`src/hdl/mprb_pkg.sv`:
```
package mprb_pkg;

	typedef enum logic [1:0] {
		REQ_ACQUIRE = 2'd0,
		REQ_CLOSE   = 2'd1,
		REQ_WRITE   = 2'd2,
		REQ_READ    = 2'd3
	} req_t;

	typedef enum logic [1:0] {
		ST_OK     = 2'd0,
		ST_REFUSE = 2'd1,
		ST_FULL   = 2'd2,
		ST_EMPTY  = 2'd3
	} status_t;

	localparam int MAX_RUN = 64;
	localparam int LEN_W = 7;

	typedef struct packed {
		req_t             req;
		logic             any_port;
		logic [3:0]       port;
		logic [7:0]       owner;
		logic [7:0]       data;
		logic [LEN_W-1:0] len;
	} cmd_t;

endpackage

```
`src/hdl/mprb_front.sv`:
```
module mprb_front (
	input  logic             clk,
	input  logic             arst_n,
	input  logic             in_valid,
	output logic             in_ready,
	input  mprb_pkg::cmd_t   in_cmd,
	output logic             q_valid,
	input  logic             q_ready,
	output mprb_pkg::cmd_t   q_cmd
);

	mprb_pkg::cmd_t slot_q [2];
	mprb_pkg::cmd_t in_clamped;
	logic [1:0] cnt_q;
	logic rd_q, wr_q;
	logic push, pop;

	assign in_ready = (cnt_q != 2'd2);
	assign push = in_valid && in_ready;
	assign pop = q_valid && q_ready;
	assign q_valid = (cnt_q != 2'd0);
	assign q_cmd = slot_q[rd_q];

	always_comb begin
		in_clamped = in_cmd;
		if (in_cmd.len > mprb_pkg::LEN_W'(mprb_pkg::MAX_RUN)) begin
			in_clamped.len = mprb_pkg::LEN_W'(mprb_pkg::MAX_RUN);
		end
	end

	always_ff @(posedge clk or negedge arst_n) begin
		if (!arst_n) begin
			cnt_q <= 2'd0;
			rd_q <= 1'b0;
			wr_q <= 1'b0;
		end else begin
			if (push) begin
				wr_q <= ~wr_q;
			end
			if (pop) begin
				rd_q <= ~rd_q;
			end
			cnt_q <= cnt_q + {1'b0, push} - {1'b0, pop};
		end
	end

	always_ff @(posedge clk) begin
		if (push) begin
			slot_q[wr_q] <= in_clamped;
		end
	end

endmodule

```
`config.mk`:
```
export PLATFORM = sky130hd
export DESIGN_NAME = mprb_front
export DESIGN_NICKNAME = d
export VERILOG_FILES = /design/src/hdl/mprb_pkg.sv /design/src/hdl/mprb_front.sv
export SDC_FILE = /design/constraint.sdc
export NUM_CORES = 1
export LEC_CHECK = 0
export BUFFER_PORTS_ARGS = -buffer_cell sky130_fd_sc_hd__buf_2
export CAP_MARGIN = 25
export CORE_AREA = 2 2 72 74
export DETAILED_ROUTE_END_ITERATION = 10
export DIE_AREA = 0 0 74 76
export GPL_ROUTABILITY_DRIVEN = 0
export PLACE_DENSITY = 0.77
export REMOVE_ABC_BUFFERS = 1
export SYNTH_ARGS = -nofsm -noshare
export SYNTH_HDL_FRONTEND = slang
export SYNTH_SLANG_ARGS = --single-unit
export TNS_END_PERCENT = 5
```
`constraint.sdc`:
```
create_clock -name clk -period 3.2 [get_ports clk]
set_clock_uncertainty 0.15 [all_clocks]
set_input_delay 0.16 -clock clk [delete_from_list [all_inputs] [get_ports clk]]
set_output_delay 0.16 -clock clk [all_outputs]
set_load 0.005 [all_outputs]
```
==> run summary, run 1 <==
On the critical path, the stage with the largest delay is an instance of dfrtp_1. The critical-path maximum fanout came out at 24. The worst setup path is launched from a register. The number of max-slew violations in the final report is 0.

The area inside the core boundary came out at 4910 sq um. The number of instances in the synthesized netlist is 122. The finished layout holds 296 standard cells, fillers aside. The mapped netlist covers 2410 sq um.

The worst setup slack before clock tree synthesis is approximately 1300 ps. The number of buffers created by CTS is 9. At the pin with the least slew margin, the transition time is 392 ps. The number of antenna diodes in the final layout is 0. TritonCTS built the clock tree. edfxtp_1 takes more of the synthesized area than any other cell.

The overall routed net length is approximately 4.4 mm. The residual antenna-violating net count after detailed routing is 0. The top-level port count is 66. The most common cell after layout, fill and taps aside is buf_2. The first detailed-routing pass took 4 iterations. The minimum period implied by the final worst setup slack is 2060 ps. The chip width came out at 74 microns.

Clock-pin slew was measured on the worst setup and hold paths at 60 ps. The highest ir drop seen on vdd came out at 0.392 mV. The via count of the first global-routing pass came out at 1454.

Setup repair after global routing left no endpoint under its margin. Cells fill 65.9% of the core in the end. The total congestion overflow is 0. The max capacitance violation total is 0. The hold-fix buffer count after cts came out at 26.

The initialized floorplan defines 26 standard-cell rows. From synthesis to final layout, the design area changed by 34.0%. The worst setup path is of the register to output port kind. The placement-stage cell area came out at 2830 sq um.

The overall routing resource usage is 16.6%. The routed via count is 1422. The count of cells resized by post-cts repair came out at 0.

The initial core utilization is 49.2%. The final-report setup violation count came out at 0. The DRC violation count after routing is 0. For this design the static power due to leakage is 1.24 nW. The count of port buffers added during placement is between 60 and 70.

The path class of the tightest hold or removal check is primary input to async pin. Data on the critical path is required at its endpoint by 2890 ps. Walking the worst path, the cells encountered are buf_4, mux2_2, buf_2. The deepest clock path buffer count came out at 2. The category of the worst setup path capture point is an output port. The die outline area is 5620 sq um. The endpoint arrival time on the critical path came out at 1750 ps.

The area of all placed cells without fillers is 3240 sq um. The post-detailed-placement half-perimeter wirelength is 2.86 mm. The max-slew headroom at the worst pin is approximately three quarters. The final critical path takes up roughly 64% of the cycle. For this run, the top clock speed supported by timing is 486 MHz. The register-to-register setup slack is 1290 ps. The number of antenna violations at the first check in global routing came out at 0. The number of buffers inserted to repair setup after CTS is 0. The detailed router's first-iteration violation count came out at 79. For this run, the number of Yosys warnings is 0.

After detailed routing, the number of vias per cell comes to 4.80. For this run, the slowest stage of the critical path takes 520 ps. Of the post-synthesis cell area, the dominant cell type holds 74.6%. The register bit total from synthesis is 64. The power per cell area is 775 nW/um^2.

For this design, the sink count on the clock tree is 64. The clock tree root driver cell is clkbuf_8. The H-tree was split into 3 levels. The run finished with clean final reports. The overall die height came out at 76 microns. The sequential fraction of the synthesis area came out at approximately four fifths. The number of cells after detailed placement came out at 256. The global-route wire length before repair is 6.76 mm. Yosys mapped the design onto 18 distinct sky130hd cell types.

The detailed-route wire length per cell came out at 14.7 microns. The pin count of the biggest net entering global routing is 25. The final setup TNS came out at 0 ps.

The later-pin clock latency in the skew report came out at 320 ps. The worst setup margin is 1140 ps. By area the synthesized netlist is led by edfxtp_1 (75%), mux2_2 (14%), dfrtp_1 (4.1%), nor2b_1 (1.8%), xnor2_1 (1.1%). The number of nets at the end of the flow is approximately 260. The total count of hold-check failures in the final report is 0. The synthesized area divided by synthesized cell count is 19.8 sq um. In the layout the commonest cells are buf_2 (65), edfxtp_1 (60), mux2_2 (30), dlygate4sd3_1 (26), clkbuf_8 (9).

The fraction of layout instances using a drive strength above 1 came out at between 40 and 50%.
metrics by stage:
step | power, mW | hold WS, ps
floorplan | 1.66 | -286
global placement | 1.94 | -181
detailed placement | 1.98 | -177
CTS | 2.53 | 10.7
global route | 2.65 | 21.8
finish | 2.51 | 19.5
area by class of cell:
cell class	count	area [sq um]
clock buffers	11	131
clock inverters	3	11.3
fillers	343	1680
multi-input cells	54	497
flip-flops and latches	64	1900
well taps	70	87.6
repair buffers	94	608
report_power, final:
part	leakage, nW	switching [mW]	total (mW)	internal [mW]
Clock	0.0718	0.269	0.534	0.265
Sequential	0.608	0.0794	1.23	1.15
Combinational	0.561	0.348	0.744	0.395
state kept, by name, summed over array words and instances, names as in the netlist:
register  cells
cnt_q         2
slot_q       60
wr_q          1
rd_q          1
logic make-up after synthesis:
| group | synth area share (%) |
|---|---|
| buf+inv | 0.777 |
| fa+ha+maj | 0.518 |
| compound gates | 1.30 |
| simple gates | 3.58 |
| xor+xnor | 1.09 |
| mux | 14.0 |
| flops | 78.8 |
critical path: cells and delay by family (launching register included):
kind	cells	cell delay, ps
multiplexers	1	390
flip-flops	1	520
buffers and inverters	2	510
routing by layer:
metal | vias up | track usage [%] | part of all wire [%]
met5 | - | 0 | 0
met4 | 0 | 6.55 | 1.4
met3 | 6 | 5.16 | 5.9
met2 | 53 | 24.9 | 47
met1 | 695 | 22.5 | 46
li1 | 668 | - | -
synth_stat cells, drive strengths merged:
| cell type | n |
|---|---|
| nand2 | 2 |
| clkbuf | 1 |
| edfxtp | 60 |
| dfrtp | 4 |
| nor2 | 3 |
| a211oi | 1 |
| nor2b | 7 |
| or2 | 1 |
| xnor2 | 3 |
| nand3 | 1 |
| nand2b | 1 |
| buf | 3 |
| a21bo | 1 |
| a32oi | 1 |
| ha | 1 |
| o21ai | 1 |
| and3 | 1 |
| mux2 | 30 |
final timing paths:
check	start	end	depth (start not counted)
setup / recovery	rd_q	q_cmd[1]	3
hold / removal	arst_n	cnt_q[1]	2
setup reg to reg	cnt_q[0]	slot_q[0][23]	4
hold reg to reg	wr_q	wr_q	1
max in group asynchronous	arst_n	wr_q	2
min in group clk	in_cmd[2]	slot_q[1][2]	2
Power figures use the tool's default switching activity.
==> run 2: changes to the inputs <==
Clock period 3.2 ns to 1.9 ns, I/O delays scaled along.
==> run summary, run 2 (synthesized netlist as in run 1, its figures left out) <==
The flow ran to the end, and the final reports show no timing, DRC or antenna violations. The count of cells resized by post-cts repair came out at 0. The minimum period implied by the final worst setup slack is 1790 ps.

The via density per instance came out at ~4.7. The share of the core filled with cells in the final layout came out at 69.1%. For met3 alone, demand over resource in global routing was 5.42%.

The tool flagged a number of max-cap violations equal to 0. The global-route wire length before repair is 7.17 mm. The final setup TNS is 0 ps. The final-report setup violation count is 0. The worst pin sits at a relative slew slack of between 70% and 80%. The number of max-slew violations in the final report came to 0.

The number of diodes added for antenna fixing is 0. The TritonCTS clock tree is yes. The total count of hold-check failures in the final report came to 0.

The die outline area came out at 5620 sq um. The final critical path takes up a little over nine tenths of the cycle. The power per cell area came out at 1330 nW/um^2.

The maximum operating frequency is 558 MHz. The overall die height is 76 microns. The count of port buffers added during placement came out at 65. Summing over every cut layer, the via total after detailed routing is approximately 1400. The first detailed-routing pass ran for 4 iterations. The register containing the most flip-flops in the final layout is slot_q. Setup repair after global routing left no endpoint under its margin. The clock passes through at most 2 buffers. Hold is met by 332 ps. The hold-fix buffer count after cts is 34. The initial core utilization came out at 49.2%. The critical path starts at rd_q. The total clock sinks came out at 64. The met2 demand-to-capacity share in global routing is 28.3%. The number of antenna violations at the first check in global routing came to 0. The DRC violation count after routing came out at 0.

In this run the critical register-to-register path is launched from cnt_q[0]. Measured along the x axis, the die boundary spans 74 microns. The longest individual stage delay on the worst path is 400 ps. The actual transition at the worst max-transition pin came out at 335 ps. The detailed-route wire length per cell came out at 15.0 microns. The number of cell rows came out at 26. The register clock-pin slew on the reported worst setup and hold paths is 70 ps. The top-level port count came out at 66. The later-pin clock latency in the skew report is about 330 ps. Leaving out fill and tap cells, the most frequent cell in the layout is buf_2.

Across the VDD grid, the largest voltage drop is 0.804 mV. In this run the most used layer during global routing was met2. The critical-path maximum fanout came out at 24.

Walking the worst path, the cells encountered are buf_4, mux2_2, buf_2. The number of cells after detailed placement is 258. The cell family with the largest share of critical-path delay is buffers and inverters. The logic depth of the worst path, buffers included is 3. The top cell types in the final layout, fill and taps aside, are buf_2 (65), edfxtp_1 (60), dlygate4sd3_1 (34), mux2_2 (30), clkbuf_8 (9). The fraction of layout instances using a drive strength above 1 came out at 47.9%.

The path class of the tightest hold or removal check is primary input to register. The depth of the most critical reg-to-reg path came out at 4. Data on the critical path is required at its endpoint by 1650 ps. The register-to-register setup slack is 360 ps.

In this run the static leakage power is 1.31 nW. In the global route stage, met1 resource usage came out at about a fifth. The final total power came out at 4.50 mW. The total overflow left after global routing is 0. The overall routing resource usage came out at 17.5%. Buffers added to address setup during post-CTS repair amount to 0. The endpoint arrival time on the critical path is around 1600 ps. The type of the setup path with the least slack is register to output port. Buffers inserted during clock tree synthesis total 9.

The number of nets at the end of the flow is 268. Following the worst setup path forward leads to its endpoint at q_cmd[3]. The number of buffer and inverter instances along the worst setup path is 2. The largest registers in the layout are slot_q (60), cnt_q (2).

The post-detailed-placement half-perimeter wirelength came out at roughly 2.9 mm. The worst setup path is launched from a register. The number of standard cells in the layout, taps in and fillers out is around 310.

The residual antenna-violating net count after detailed routing came out at 0. The via count of the first global-routing pass is 1563. The slowest stage of the critical path belongs to the cell mux2_2. In this run the clock root is driven by a clkbuf_8. The pin count of the biggest net entering global routing is 31. The region available for standard cell placement spans approximately 4900 sq um. The register with the most flip-flops in the layout has 60 of them. The worst setup path is captured at an output port. The post-synthesis to final-layout area growth is 40.5%. In this run the critical register-to-register path is captured at slot_q[0][23]. After detailed routing, the total wire length is 4.61 mm. After the first detailed-routing iteration, the DRC count stood at 91. The CTS H-tree depth came out at 3.
==> run 2: how the worst min path moves through the flow <==
stage,slack [ps],depth (start not counted),start,end
finish,330,2,in_cmd[27],slot_q[0][27]
global route,330,2,in_cmd[27],slot_q[0][27]
CTS,320,2,in_cmd[27],slot_q[0][27]
detailed placement,-240,1,arst_n,cnt_q[0]
global placement,-250,1,arst_n,cnt_q[0]
floorplan,-350,0,arst_n,cnt_q[0]
==> run 2: power by group <==
group | internal, mW | leakage (nW) | switching, mW | total (mW)
clock network | 0.593 | 0.0922 | 0.474 | 1.07
logic | 0.737 | 0.611 | 0.649 | 1.39
registers | 1.94 | 0.608 | 0.112 | 2.05
total | 3.27 | 1.31 | 1.23 | 4.50
==> run 2: per-layer routing <==
metal | wire, microns | up-vias
met5 | 0 | -
met1 | 2050 | 690
met4 | 93 | 0
li1 | - | 694
met2 | 2220 | 54
met3 | 250 | 11
==> run 2: worst register-to-register path, cell delays in order, from the launching register on <==
cell and delay, ps:
dfrtp_1 440, nand2b_1 170, nand2_1 100, nor2_2 170, buf_12 210
==> run 2: through the flow <==
stage               worst slack, ps  area, sq um
global route                   51.8         3390
CTS                            96.5         3390
floorplan                      -599         2400
finish                          107         3390
global placement                453         2870
detailed placement              371         2870
==> run 2: cell type report <==
| cell class | instances | area (sq um) |
|---|---|---|
| Sequential cell | 64 | 1900 |
| Fill cell | 331 | 1520 |
| Timing Repair Buffer | 104 | 728 |
| Multi-Input combinational cell | 54 | 497 |
| Clock buffer | 11 | 131 |
| Tap cell | 70 | 87.6 |
| Clock inverter | 5 | 47.5 |
